File: src/hdl/io_expansion_bus_master_defines.svh
// assertion macros for the i/o expansion bus master
// used by io_expansion_bus_master; expects clk and arst_n in scope
`ifndef IO_EXPANSION_BUS_MASTER_DEFINES_SVH
`define IO_EXPANSION_BUS_MASTER_DEFINES_SVH

// same-cycle implication, disabled during reset
`define IEBM_ASSERT_NOW(label, ante, cons) \
	label: assert property (@(posedge clk) disable iff (!arst_n) (ante) |-> (cons)) \
		else $error("iebm check failed");

// next-cycle implication, disabled during reset
`define IEBM_ASSERT_NEXT(label, ante, cons) \
	label: assert property (@(posedge clk) disable iff (!arst_n) (ante) |=> (cons)) \
		else $error("iebm check failed");

`endif

File: src/hdl/iebm_pkg.sv
// shared types and constants for the i/o expansion bus master
// no dependencies
package iebm_pkg;

	localparam int unsigned CountW = 16;
	localparam int unsigned ByteW = 8;
	localparam logic [CountW-1:0] TimeoutReset = 16'hFFFF;
	localparam logic [ByteW-1:0] PullUpByte = 8'hFF;

	typedef enum logic [1:0] {
		ACT_TICK  = 2'd0,
		ACT_WRITE = 2'd1,
		ACT_READ  = 2'd2,
		ACT_RSVD  = 2'd3
	} action_t;

	typedef enum logic [4:0] {
		PH_IDLE      = 5'b00001,
		PH_ADDR_WAIT = 5'b00010,
		PH_ADDR_REL  = 5'b00100,
		PH_DATA_WAIT = 5'b01000,
		PH_DATA_REL  = 5'b10000
	} phase_t;

	// input item payload, last field in the lowest bits
	typedef struct packed {
		logic [ByteW-1:0] bus_pins;
		logic             ready_pin;
		logic [ByteW-1:0] write_data;
		logic [ByteW-1:0] port_addr;
	} in_item_t;

	// result item payload, last field in the lowest bits
	typedef struct packed {
		logic [ByteW-1:0] read_result;
		logic             timed_out;
		logic             done_res;
		logic             busy_res;
		logic             bus_drive;
		logic [ByteW-1:0] bus_out;
		logic             read_mode;
		logic             address_phase;
		logic             enable_n;
	} res_item_t;

	localparam int unsigned InBits = $bits(in_item_t);
	localparam int unsigned ResBits = $bits(res_item_t);
	localparam int unsigned InDataW = ((InBits + 7) / 8) * 8;
	localparam int unsigned ResDataW = ((ResBits + 7) / 8) * 8;

endpackage

File: src/hdl/io_expansion_bus_master.sv
// top level of the i/o expansion bus master: ready filter, access sequencer, result stage
// depends on iebm_pkg and io_expansion_bus_master_defines.svh
//
// usage
//   s_* channel: one transaction per bus clock tick with the sampled ready and data
//     pins; s_tuser carries the action (tick only, start write, start read)
//   m_* channel: one result transaction per input transaction with the strobe,
//     bus drive levels and, on the finishing tick, done, timeout flag and read byte
//   cfg_we / cfg_wdata: writes the address-phase timeout limit in ticks
// a tick passes through the input register and then the result register
// throughput: one tick per cycle while m_tready is high; the sequencer state advances as the tick moves
//   from the input register into the result register
// reset: sequencer idle in read mode, ready filter not ready, timeout limit 65535,
//   both registers empty
// stall: while m_tready is low the result register holds; the input register still
//   fills once, then s_tready drops until the result is taken
`include "io_expansion_bus_master_defines.svh"

module io_expansion_bus_master
	import iebm_pkg::*;
(
	input  logic                clk,
	input  logic                arst_n,
	input  logic                cfg_we,
	input  logic [CountW-1:0]   cfg_wdata,
	input  logic                s_tvalid,
	output logic                s_tready,
	// port_addr, write_data, ready_pin, bus_pins, zero fill
	input  logic [InDataW-1:0]  s_tdata,
	// action
	input  logic [1:0]          s_tuser,
	output logic                m_tvalid,
	input  logic                m_tready,
	// enable_n, address_phase, read_mode, bus_out, bus_drive, busy_res, done_res,
	// timed_out, read_result, zero fill
	output logic [ResDataW-1:0] m_tdata
);

	logic [CountW-1:0] tmo_limit_q;
	phase_t            phase_q;
	logic [CountW-1:0] wait_cnt_q;
	logic              last_rdy_q;
	logic              filt_rdy_q;
	logic              is_read_q;
	logic [ByteW-1:0]  port_q;
	logic [ByteW-1:0]  value_q;
	logic [ByteW-1:0]  rd_byte_q;

	logic              in_vld_s1;
	in_item_t          in_s1;
	action_t           act_s1;
	logic              out_vld_s2;
	res_item_t         out_s2;

	phase_t            phase_d;
	logic [CountW-1:0] wait_cnt_d;
	logic [CountW-1:0] wait_inc;
	logic              filt_rdy_d;
	logic              is_read_d;
	logic [ByteW-1:0]  port_d;
	logic [ByteW-1:0]  value_d;
	logic [ByteW-1:0]  rd_byte_d;
	res_item_t         res_d;
	logic              advance;

	assign advance  = in_vld_s1 && (!out_vld_s2 || m_tready);
	assign s_tready = !in_vld_s1 || advance;
	assign m_tvalid = out_vld_s2;
	assign m_tdata  = {{(ResDataW-ResBits){1'b0}}, out_s2};
	assign wait_inc = wait_cnt_q + 1'b1;

	always_comb begin
		filt_rdy_d = (in_s1.ready_pin == last_rdy_q) ? !in_s1.ready_pin : filt_rdy_q;
		phase_d    = phase_q;
		wait_cnt_d = wait_cnt_q;
		is_read_d  = is_read_q;
		port_d     = port_q;
		value_d    = value_q;
		rd_byte_d  = rd_byte_q;
		res_d      = '0;

		case (phase_q)
			PH_IDLE: begin
				if (act_s1 == ACT_WRITE || act_s1 == ACT_READ) begin
					is_read_d  = (act_s1 == ACT_READ);
					port_d     = in_s1.port_addr;
					value_d    = in_s1.write_data;
					rd_byte_d  = PullUpByte;
					wait_cnt_d = '0;
					phase_d    = PH_ADDR_WAIT;
				end
			end
			PH_ADDR_WAIT: begin
				if (filt_rdy_d) begin
					phase_d = PH_ADDR_REL;
				end else begin
					wait_cnt_d = wait_inc;
					if (wait_inc >= tmo_limit_q) begin
						phase_d           = PH_IDLE;
						res_d.done_res    = 1'b1;
						res_d.timed_out   = 1'b1;
						res_d.read_result = PullUpByte;
						rd_byte_d         = PullUpByte;
						is_read_d         = 1'b1;
					end
				end
			end
			PH_ADDR_REL: begin
				if (!filt_rdy_d) begin
					phase_d = PH_DATA_WAIT;
				end
			end
			PH_DATA_WAIT: begin
				if (filt_rdy_d) begin
					if (is_read_q) begin
						rd_byte_d = in_s1.bus_pins;
					end
					phase_d = PH_DATA_REL;
				end
			end
			PH_DATA_REL: begin
				if (!filt_rdy_d) begin
					phase_d           = PH_IDLE;
					res_d.done_res    = 1'b1;
					res_d.read_result = is_read_q ? rd_byte_q : '0;
					is_read_d         = 1'b1;
				end
			end
			default: begin
				phase_d   = PH_IDLE;
				is_read_d = 1'b1;
			end
		endcase

		res_d.enable_n      = !(phase_d == PH_ADDR_WAIT || phase_d == PH_DATA_WAIT);
		res_d.address_phase = (phase_d == PH_ADDR_WAIT || phase_d == PH_ADDR_REL);
		res_d.busy_res      = (phase_d != PH_IDLE);
		res_d.read_mode     = res_d.busy_res ? is_read_d : 1'b1;
		if (res_d.address_phase) begin
			res_d.bus_out   = port_d;
			res_d.bus_drive = 1'b1;
		end else if (res_d.busy_res) begin
			res_d.bus_out   = is_read_d ? PullUpByte : value_d;
			res_d.bus_drive = !is_read_d;
		end else begin
			res_d.bus_out   = '0;
			res_d.bus_drive = 1'b0;
		end
	end

	// timeout register
	always_ff @(posedge clk or negedge arst_n) begin
		if (!arst_n) begin
			tmo_limit_q <= TimeoutReset;
		end else if (cfg_we) begin
			tmo_limit_q <= cfg_wdata;
		end
	end

	// input register
	always_ff @(posedge clk or negedge arst_n) begin
		if (!arst_n) begin
			in_vld_s1 <= 1'b0;
		end else if (s_tready) begin
			in_vld_s1 <= s_tvalid;
		end
	end

	always_ff @(posedge clk) begin
		if (s_tready && s_tvalid) begin
			in_s1  <= in_item_t'(s_tdata[InBits-1:0]);
			act_s1 <= action_t'(s_tuser);
		end
	end

	// sequencer state and result register
	always_ff @(posedge clk or negedge arst_n) begin
		if (!arst_n) begin
			phase_q    <= PH_IDLE;
			wait_cnt_q <= '0;
			last_rdy_q <= 1'b1;
			filt_rdy_q <= 1'b0;
			is_read_q  <= 1'b1;
			port_q     <= '0;
			value_q    <= '0;
			rd_byte_q  <= PullUpByte;
			out_vld_s2 <= 1'b0;
		end else begin
			if (advance) begin
				phase_q    <= phase_d;
				wait_cnt_q <= wait_cnt_d;
				last_rdy_q <= in_s1.ready_pin;
				filt_rdy_q <= filt_rdy_d;
				is_read_q  <= is_read_d;
				port_q     <= port_d;
				value_q    <= value_d;
				rd_byte_q  <= rd_byte_d;
				out_vld_s2 <= 1'b1;
			end else if (m_tready) begin
				out_vld_s2 <= 1'b0;
			end
		end
	end

	always_ff @(posedge clk) begin
		if (advance) begin
			out_s2 <= res_d;
		end
	end

	`IEBM_ASSERT_NOW(a_done_not_busy, out_vld_s2 && out_s2.done_res, !out_s2.busy_res)
	`IEBM_ASSERT_NOW(a_tmo_result, out_vld_s2 && out_s2.timed_out, out_s2.done_res && out_s2.read_result == PullUpByte)
	`IEBM_ASSERT_NOW(a_strobe_busy, out_vld_s2 && !out_s2.enable_n, out_s2.busy_res)
	`IEBM_ASSERT_NEXT(a_idle_after_done, advance && res_d.done_res, phase_q == PH_IDLE)

endmodule
File: config.mk
export PLATFORM = sky130hd
export DESIGN_NAME = io_expansion_bus_master
export DESIGN_NICKNAME = d
export VERILOG_FILES = /design/src/hdl/iebm_pkg.sv /design/src/hdl/io_expansion_bus_master.sv
export VERILOG_INCLUDE_DIRS = /design/src /design/src/hdl
export SDC_FILE = /design/constraint.sdc
export NUM_CORES = 1
export LEC_CHECK = 0
export ABC_AREA = 1
export ABC_CLOCK_PERIOD_IN_PS = 2900
export BUFFER_PORTS_ARGS = -buffer_cell sky130_fd_sc_hd__buf_2
export CAP_MARGIN = 20
export CORE_UTILIZATION = 51
export CTS_BUF_LIST = sky130_fd_sc_hd__clkbuf_16
export DETAILED_ROUTE_END_ITERATION = 10
export GPL_TIMING_DRIVEN = 0
export PLACE_DENSITY_LB_ADDON = 0.1
export SETUP_SLACK_MARGIN = 0.02
export SLEW_MARGIN = 20
export SYNTH_ARGS = -nofsm -noshare
export SYNTH_HDL_FRONTEND = slang
export SYNTH_SLANG_ARGS = --single-unit
File: constraint.sdc
create_clock -name clk -period 2.9 [get_ports clk]
set_input_delay 0.58 -clock clk [delete_from_list [all_inputs] [get_ports clk]]
set_output_delay 0.58 -clock clk [all_outputs]
set_load 0.02 [all_outputs]
==> flow_metrics.py, run 1 <==
metrics = {
    "worst_setup_path": {
        "cp.depth": 17,
        "critPathMaxStageDelay_ns": 0.39,
        "regToRegSetupSlack_ns": 0.05,
        "timing.rr.end": "m_tdata[12]",
        "reg2reg_depth": 17,
        "slowest_stage": "dfrtp_1",
        "startpoint_type": "flip-flop",
        "cp_top_family": "simple AND/OR/NAND/NOR gates",
        "cp.required_ns": 3.07,
        "crit_path_end_kind": "flip-flop",
        "cp_cell_sequence": "ha_2, nand2_2, nor2_4, buf_4, nand3_1, xor2_2, ha_1, nand2_1, inv_1, nand3_1, nor2_1, nand2_2, nand2_4, a21oi_4, buf_6, buf_6, buf_4",
        "critical_path_arrival_ns": 3.02,
        "r2r-start": "wait_cnt_q[1]",
        "critPathKind": "flip-flop to flip-flop",
        "cp-startpoint": "wait_cnt_q[1]",
        "crit_end": "m_tdata[12]",
        "critical_path_buf_inv_count": 5,
        "cp_max_fo": 6,
    },
    "sta": {
        "fin_crit_sh": 0.982,
        "fin_tns_setup_ns": 0,
        "whs_ns": 0.0812,
        "finalMaxSlewViolations": 0,
        "fin_crit_ns": 2.85,
        "slew_headroom": 0.497,
        "layout_setup_ws_ns": 0.0535,
        "tightest_slew_ns": 0.755,
        "skew_ns": 0.0146,
        "hold_viol": 0,
        "rsz0062_at_grt": "true",
        "clock.fmax_mhz": 351,
        "setup_violations": 0,
    },
    "placement": {
        "gp_congestion": 0.826,
        "pre_cts_ws_ns": -0.461,
        "dp_cells": 796,
        "dpl.hpwl_mm": 8.05,
        "portBuffers": 72,
        "place_area_um2": 6020,
    },
    "logic_synthesis": {
        "synth_top_area_share": 0.274,
        "synth_cell_types": 36,
        "yosysTopAreaCell": "edfxtp_1",
        "syn_inst": 587,
        "synth_top_flop_cell": "edfxtp_1",
        "syn-cell-area_um2": 5470,
        "ys_ff_latch": 116,
        "synthTopCellsByArea": "edfxtp_1 27%, dfrtp_1 18%, dfstp_2 13%, nand2_1 11%, o21ai_0 5.5%",
        "syn_nets": 660,
        "async_flop_share": 0.569,
        "synth-edff-count": 50,
        "ys_seq_area_frac": 0.583,
        "yosys_warnings": 0,
        "synth_area_per_cell_um2": 9.32,
    },
    "clock_network": {
        "clk_pin_slew_ns": 0.06,
        "cts_tree": "built",
        "clk_path_buf_depth": 2,
        "clock-sinks": 116,
        "clk_latency_ns": 0.42,
        "clockRootBuffer": "clkbuf_16",
        "cts_buffers": 17,
        "htreeDepth": 4,
    },
    "detailed_routing": {
        "dr_total_vias": 4337,
        "routed_wl_mm": 11.8,
        "wl_per_cell_um": 13.9,
        "drt-initial-drc-count": 222,
        "drtPass1Iterations": 4,
        "drc": 0,
        "avgViaCountPerCell": 5.09,
        "postRouteAntennaNets": 0,
    },
    "layout": {
        "seqCellArea_um2": 3190,
        "syn2layout_area_growth_pct": 28.3,
        "final_layout_size_suffix_gt1_frac": 0.303,
        "mostFrequentLayoutCell": "nand2_1",
        "final_cells": 852,
        "fillCellCount": 855,
        "layout.nets": 776,
        "multi_input_area_um2": 2110,
        "final_core_util": 0.677,
        "diodes": 0,
        "layout_common_cells": "157 x nand2_1, 75 x inv_1, 74 x buf_2",
        "fin_area_um2": 7020,
    },
    "status": {
        "outcome": "completed",
    },
    "die": {
        "die_w_um": 106,
        "coreArea_um2": 10400,
        "num_rows": 37,
        "start_util": 0.528,
        "fp.dieH_um": 106,
        "dieArea_um2": 11100,
        "pin_count": 81,
    },
    "pwr": {
        "irDropWorstVdd_v": 0.000562,
        "power.total_mw": 7.27,
        "leakagePower_nw": 3.37,
        "powerDensity_nw_per_um2": 1040,
    },
    "global_routing": {
        "overflow": 0,
        "grt_pass1_wl_mm": 18.7,
        "grt.total_usage": 0.223,
        "grt_pass1_vias": 4102,
        "antenna_found_initial": 0,
        "grt_max_degree": 43,
    },
    "min_path": {
        "hp-class": "primary input to asynchronous set/reset pin",
    },
    "job": {
        "max-cap-violations": 0,
    },
}
-- Yosys cell counts, types with 5 or more instances --
cell / instances
a21oi_1: 9
clkbuf_1: 8
dfrtp_1: 39
dfstp_2: 27
edfxtp_1: 50
ha_1: 18
inv_1: 76
inv_2: 5
nand2_1: 166
nand3_1: 30
nand4_1: 5
nor2_1: 27
nor3_1: 5
o21ai_0: 60
o21ai_1: 12
o22ai_1: 6
xor2_1: 9
-- sequential cells by signal (all words and copies together) (netlist names) --
register     cells
wait_cnt_q      16
in_vld_s1        1
filt_rdy_q       1
rd_byte_q        8
value_q          8
port_q           8
phase_q          5
tmo_limit_q     16
m_tdata         23
is_read_q        1
in_s1           25
m_tvalid         1
last_rdy_q       1
act_s1           2
-- area by class of cell --
class	instances	area share
timing repair buffer	95	0.0797
sequential	116	0.454
tap	136	0.0242
buffer	16	0.0146
clock buffer	17	0.0606
inverter	84	0.0449
multi-input combinational	373	0.301
clock inverter	15	0.0210
-- cell families (layout without fill, tap and decap cells) --
| group | count (synthesis) | count (layout) | share of synthesized area |
|---|---|---|---|
| AO/OA/AOI/OAI | 93 | 93 | 0.0901 |
| XOR/XNOR | 11 | 11 | 0.0176 |
| adder cells (fa/ha/maj) | 18 | 18 | 0.0412 |
| buffers and inverters | 100 | 227 | 0.0734 |
| flip-flops | 116 | 116 | 0.583 |
| multiplexers | 1 | 1 | 0.00206 |
| other | 1 | 1 | 0.000686 |
| AND/OR/NAND/NOR | 247 | 249 | 0.192 |
-- worst min-delay path by stage --
stage | start | end | slack [ns] | depth (start not counted)
after global routing | arst_n | wait_cnt_q[1] | 0.08 | 1
after detailed placement | rd_byte_q[6] | rd_byte_q[6] | 0.46 | 2
final | arst_n | port_q[5] | 0.08 | 1
after global placement | rd_byte_q[6] | rd_byte_q[6] | 0.46 | 2
after CTS | arst_n | port_q[5] | 0.08 | 1
after floorplan | arst_n | filt_rdy_q | 0.28 | 0
-- timing repair --
action,4_1_cts,5_1_grt
pin swaps,3,19
gates cloned,0,3
gates resized for setup,12,52
hold buffers,0,0
setup buffers,7,14
endpoints found under the setup margin,32,33
-- metal layers --
layer | track usage | vias to the layer above | routed length (um)
li1 | - | 2140 | -
met1 | 0.273 | 2070 | 5240
met2 | 0.369 | 111 | 5890
met3 | 0.0557 | 16 | 552
met4 | 0.107 | 0 | 149
met5 | 0 | - | 0
-- power by group --
group / total, mW / internal (mW) / switching [mW]
clock: 2.01 / 1.32 / 0.691
sequential: 2.56 / 2.32 / 0.239
combinational: 2.70 / 0.996 / 1.70
total: 7.27 / 4.64 / 2.63
Note: power is estimated with default switching activity, not from simulation.
==> run 2, diff against run 1 <==
Settings changed: ABC_CLOCK_PERIOD_IN_PS 2900 to 3200, BUFFER_PORTS_ARGS -buffer_cell sky130_fd_sc_hd__buf_2 to default, CORE_UTILIZATION 51 to 63, DONT_BUFFER_PORTS from default to 1, TNS_END_PERCENT from default to 100.
Clock period 2.9 ns to 3.2 ns, I/O delays scaled along.
==> run 2 against run 1 <==
Core utilization increased by 8.4 points. Hold slack got worse by 0.0081 ns. Sequential share of layout area increased by 5.1 points. Non-clock buffer count decreased by 92. Critical path type unchanged.
==> flow_metrics.py, run 2 (synthesized netlist as in run 1, its figures left out) <==
metrics = {
    "status": {
        "outcome": "completed",
    },
    "detailed_routing": {
        "drc": 0,
        "wl_per_cell_um": 15.7,
        "routed_wl_mm": 11.4,
        "dr_total_vias": 3991,
        "drtPass1Iterations": 5,
        "drt-initial-drc-count": 221,
        "avgViaCountPerCell": 5.49,
        "postRouteAntennaNets": 0,
    },
    "worst_setup_path": {
        "critical_path_arrival_ns": 3.08,
        "cp_max_fo": 10,
        "crit_end": "m_tdata[11]",
        "critPathKind": "flip-flop to flip-flop",
        "timing.rr.end": "m_tdata[11]",
        "cp.required_ns": 3.35,
        "regToRegSetupSlack_ns": 0.27,
        "crit_path_end_kind": "flip-flop",
        "reg2reg_depth": 19,
        "startpoint_type": "flip-flop",
        "r2r-start": "wait_cnt_q[0]",
        "cp-startpoint": "wait_cnt_q[0]",
    },
    "sta": {
        "fin_tns_setup_ns": 0,
        "finalMaxSlewViolations": 0,
        "hold_viol": 0,
        "setup_violations": 0,
        "skew_ns": 0.00768,
        "rsz0062_at_grt": "false",
        "layout_setup_ws_ns": 0.266,
        "clock.fmax_mhz": 341,
        "fin_crit_ns": 2.93,
        "slew_headroom": 0.483,
        "tightest_slew_ns": 0.776,
        "fin_crit_sh": 0.917,
    },
    "global_routing": {
        "overflow": 0,
        "grt.total_usage": 0.277,
        "grt_max_degree": 40,
        "antenna_found_initial": 0,
        "grt_pass1_wl_mm": 18.4,
        "grt_pass1_vias": 3861,
    },
    "layout": {
        "final_core_util": 0.761,
        "syn2layout_area_growth_pct": 15.4,
        "final_cells": 727,
        "layout.nets": 682,
        "diodes": 0,
        "layout_common_cells": "164 x nand2_1, 77 x inv_1, 60 x o21ai_0",
        "mostFrequentLayoutCell": "nand2_1",
        "top_register": "in_s1",
        "final_layout_size_suffix_gt1_frac": 0.158,
        "largest_reg_flops": 25,
    },
    "pwr": {
        "irDropWorstVdd_v": 0.000527,
        "leakagePower_nw": 2.92,
        "powerDensity_nw_per_um2": 992,
        "power.total_mw": 6.26,
    },
    "placement": {
        "pre_cts_ws_ns": -0.231,
        "gp_congestion": 0.822,
        "dpl.hpwl_mm": 7.44,
        "portBuffers": 0,
        "dp_cells": 692,
    },
    "die": {
        "fp.dieH_um": 95.2,
        "coreArea_um2": 8300,
        "pin_count": 81,
        "num_rows": 33,
        "die_w_um": 95.2,
        "dieArea_um2": 9060,
        "start_util": 0.659,
    },
    "clock_network": {
        "htreeDepth": 4,
        "clk_path_buf_depth": 2,
        "clock-sinks": 116,
        "clk_latency_ns": 0.41,
        "cts_tree": "built",
        "cts_buffers": 17,
        "clk_pin_slew_ns": 0.06,
        "clockRootBuffer": "clkbuf_16",
    },
    "min_path": {
        "hp-class": "primary input to asynchronous set/reset pin",
    },
    "job": {
        "max-cap-violations": 0,
    },
}
run 2: repair_timing:
item | in CTS | in global routing
setup endpoints to repair | 21 | 32
gates resized for setup | 6 | 11
hold buffers | 1 | 0
cloned | 0 | 0
pin swaps | 0 | 3
endpoints found under the hold margin | 39 | 0
setup buffers | 0 | 1
run 2: worst min-delay path by stage:
stage,depth (start not counted),from,slack (ns),to
after floorplan,0,arst_n,0.34,filt_rdy_q
after global placement,0,arst_n,0.35,phase_q[4]
after detailed placement,0,arst_n,0.35,wait_cnt_q[10]
after CTS,0,arst_n,0.06,tmo_limit_q[9]
after global routing,0,arst_n,0.05,rd_byte_q[6]
final,0,arst_n,0.07,tmo_limit_q[11]
run 2: power by group:
group | switching, mW | leakage, nW | total [mW] | internal, mW
sequential | 0.355 | 1.29 | 2.47 | 2.11
clock | 0.698 | 0.297 | 1.93 | 1.23
combinational | 1.25 | 1.34 | 1.87 | 0.623
total | 2.30 | 2.92 | 6.26 | 3.96
run 2: per-stage QoR:
step	hold slack (ns)	cell area [um^2]
2_1_floorplan	0.344	5470
3_3_place_gp	0.347	5600
3_5_place_dp	0.347	5600
4_1_cts	0.0640	6250
5_1_grt	0.0544	6310
6_report	0.0731	6310
run 2: cell type report:
type,instances,area [um^2]
clock buffer,17,425
multi-input combinational,371,1920
buffer,16,95.1
timing repair buffer,3,55.1
clock inverter,15,180
sequential,116,3190
inverter,84,315
tap,105,131
fill,558,1980
run 2: worst max-delay path: stages (launching register included):
cell and delay (ns):
dfrtp_2 0.41, ha_1 0.21, nand2_1 0.10, nor2_4 0.17, nand3_1 0.11, xor2_1 0.20, inv_1 0.07, ha_1 0.27
nand2_1 0.04, inv_1 0.06, nand2_1 0.07, nor2_1 0.12, nor2_1 0.05, nand2_1 0.08, nand2_1 0.09, nand2_2 0.14
nand2_4 0.12, and2_1 0.19, nand2_1 0.11, nand2_1 0.07
run 2: layer usage:
metal / global-route usage / up-vias / part of all wire
met4: 0.101 / 0 / 0.012
li1: - / 1958 / -
met2: 0.433 / 148 / 0.49
met1: 0.378 / 1872 / 0.44
met3: 0.0654 / 13 / 0.060
met5: 0 / - / 0
==> run 3, diff against run 2 <==
Settings changed: ABC_CLOCK_PERIOD_IN_PS 3200 to 2700.
Clock period 3.2 ns to 2.7 ns, I/O delays scaled along.
==> run 3 against run 2 <==
The run now ends with setup timing left. Flip-flop and latch count did not move. Count of clock-buffer cells in the layout unchanged. Critical path type unchanged. Via count rose by 5.9%.
==> flow_metrics.py, run 3 (synthesized netlist as in run 1, its figures left out) <==
metrics = {
    "status": {
        "outcome": "finished, violations left",
        "violations": "setup timing",
    },
    "sta": {
        "tightest_slew_ns": 1.09,
        "rsz0062_at_grt": "true",
        "finalMaxSlewViolations": 0,
        "setup_violations": 32,
        "skew_ns": 0.00784,
        "hold_viol": 0,
        "fin_crit_sh": 1.09,
        "slew_headroom": 0.272,
        "whs_ns": 0.0176,
        "fin_crit_ns": 2.94,
        "layout_setup_ws_ns": -0.241,
        "clock.fmax_mhz": 340,
    },
    "layout": {
        "mostFrequentLayoutCell": "nand2_1",
        "largest_reg_flops": 25,
        "top_register": "in_s1",
        "diodes": 0,
        "layout.nets": 704,
        "fillCellCount": 478,
        "multi_input_area_um2": 2120,
        "final_layout_size_suffix_gt1_frac": 0.231,
        "layout_common_cells": "155 x nand2_1, 78 x inv_1, 50 x edfxtp_1",
        "syn2layout_area_growth_pct": 22.2,
        "final_cells": 749,
        "seqCellArea_um2": 3190,
    },
    "global_routing": {
        "overflow": 0,
        "grt_pass1_vias": 4012,
        "antenna_found_initial": 0,
        "grt_pass1_wl_mm": 19.1,
        "grt.total_usage": 0.284,
        "grt_max_degree": 67,
    },
    "worst_setup_path": {
        "critical_path_arrival_ns": 3.22,
        "cp.required_ns": 2.98,
        "startpoint_type": "flip-flop",
        "critPathKind": "flip-flop to flip-flop",
        "crit_path_end_kind": "flip-flop",
        "cp_max_fo": 5,
    },
    "clock_network": {
        "htreeDepth": 4,
        "cts_tree": "built",
        "cts_buffers": 17,
        "clk_pin_slew_ns": 0.06,
        "clock-sinks": 116,
        "clk_latency_ns": 0.41,
        "clk_path_buf_depth": 2,
        "clockRootBuffer": "clkbuf_16",
    },
    "job": {
        "max-cap-violations": 0,
    },
    "detailed_routing": {
        "wl_per_cell_um": 17.0,
        "drtPass1Iterations": 5,
        "drt-initial-drc-count": 277,
        "avgViaCountPerCell": 5.64,
        "routed_wl_mm": 12.7,
        "dr_total_vias": 4226,
        "postRouteAntennaNets": 0,
        "drc": 0,
    },
    "placement": {
        "pre_cts_ws_ns": -0.489,
        "dp_cells": 692,
        "portBuffers": 0,
        "gp_congestion": 0.829,
        "dpl.hpwl_mm": 7.49,
    },
    "die": {
        "die_w_um": 95.2,
        "coreArea_um2": 8300,
        "pin_count": 81,
        "dieArea_um2": 9060,
        "fp.dieH_um": 95.2,
        "num_rows": 33,
        "start_util": 0.659,
    },
    "pwr": {
        "irDropWorstVdd_v": 0.000644,
        "powerDensity_nw_per_um2": 1190,
        "power.total_mw": 7.97,
        "leakagePower_nw": 3.08,
    },
    "min_path": {
        "hp-class": "primary input to asynchronous set/reset pin",
    },
}
## run 3: per-layer routing
layer | vias up | share of wire | track usage
li1 | 2000 | - | -
met3 | 29 | 0.073 | 0.0678
met1 | 1986 | 0.41 | 0.370
met4 | 0 | 0.021 | 0.109
met2 | 211 | 0.50 | 0.460
met5 | - | 0 | 0
## run 3: through the flow
step           area, um^2   util  TNS [ns]
6_report             6680  0.805     -4.04
5_1_grt              6680  0.805     -7.07
3_5_place_dp         5610  0.676    -11.39
2_1_floorplan        5470      -         0
3_3_place_gp         5610  0.675     -9.91
4_1_cts              6470  0.780     -2.28
## run 3: final timing paths
path,startpoint,endpoint,slack [ns],cells after the start
setup / recovery,wait_cnt_q[1],m_tdata[9],-0.24,15
hold / removal,arst_n,phase_q[4],0.02,1
setup reg to reg,wait_cnt_q[1],m_tdata[9],-0.24,15
hold reg to reg,rd_byte_q[4],rd_byte_q[4],0.47,2
max in group asynchronous,arst_n,tmo_limit_q[1],2.38,1
min in group clk,s_tdata[4],in_s1[4],0.22,0
## run 3: final cells by class
type / count / area share
Buffer: 16 / 0.0157
Clock buffer: 17 / 0.0636
Clock inverter: 15 / 0.0285
Inverter: 84 / 0.0472
Multi-Input combinational cell: 373 / 0.317
Sequential cell: 116 / 0.477
Tap cell: 105 / 0.0197
Timing Repair Buffer: 23 / 0.0311
## run 3: repair_timing
action | 4_1_cts | 5_1_grt
pin swaps | 19 | 23
buffers inserted | 13 | 7
endpoints found under the hold margin | 66 | 0
endpoints found under the setup margin | 33 | 34
hold buffers | 1 | 0
gates cloned | 3 | 1
gates resized for setup | 36 | 36
## run 3: critical path, cell delays in order, from the launching register on
cell	delay [ns]
dfrtp_1	0.41
ha_2	0.24
nand2_2	0.09
nor2_4	0.10
buf_6	0.13
nand4_1	0.17
xnor2_2	0.28
ha_1	0.29
nand4_1	0.18
a21oi_2	0.07
nor2_4	0.14
nand2_4	0.12
a21oi_4	0.24
buf_6	0.16
nand3_2	0.09
nand2_1	0.09
## run 3: report_power, final
| part | leakage [nW] | switching [mW] | total [mW] | internal, mW |
|---|---|---|---|---|
| clock network | 0.299 | 0.795 | 2.33 | 1.53 |
| logic | 1.49 | 1.73 | 2.71 | 0.989 |
| registers | 1.29 | 0.429 | 2.93 | 2.50 |
| total | 3.08 | 2.95 | 7.97 | 5.02 |
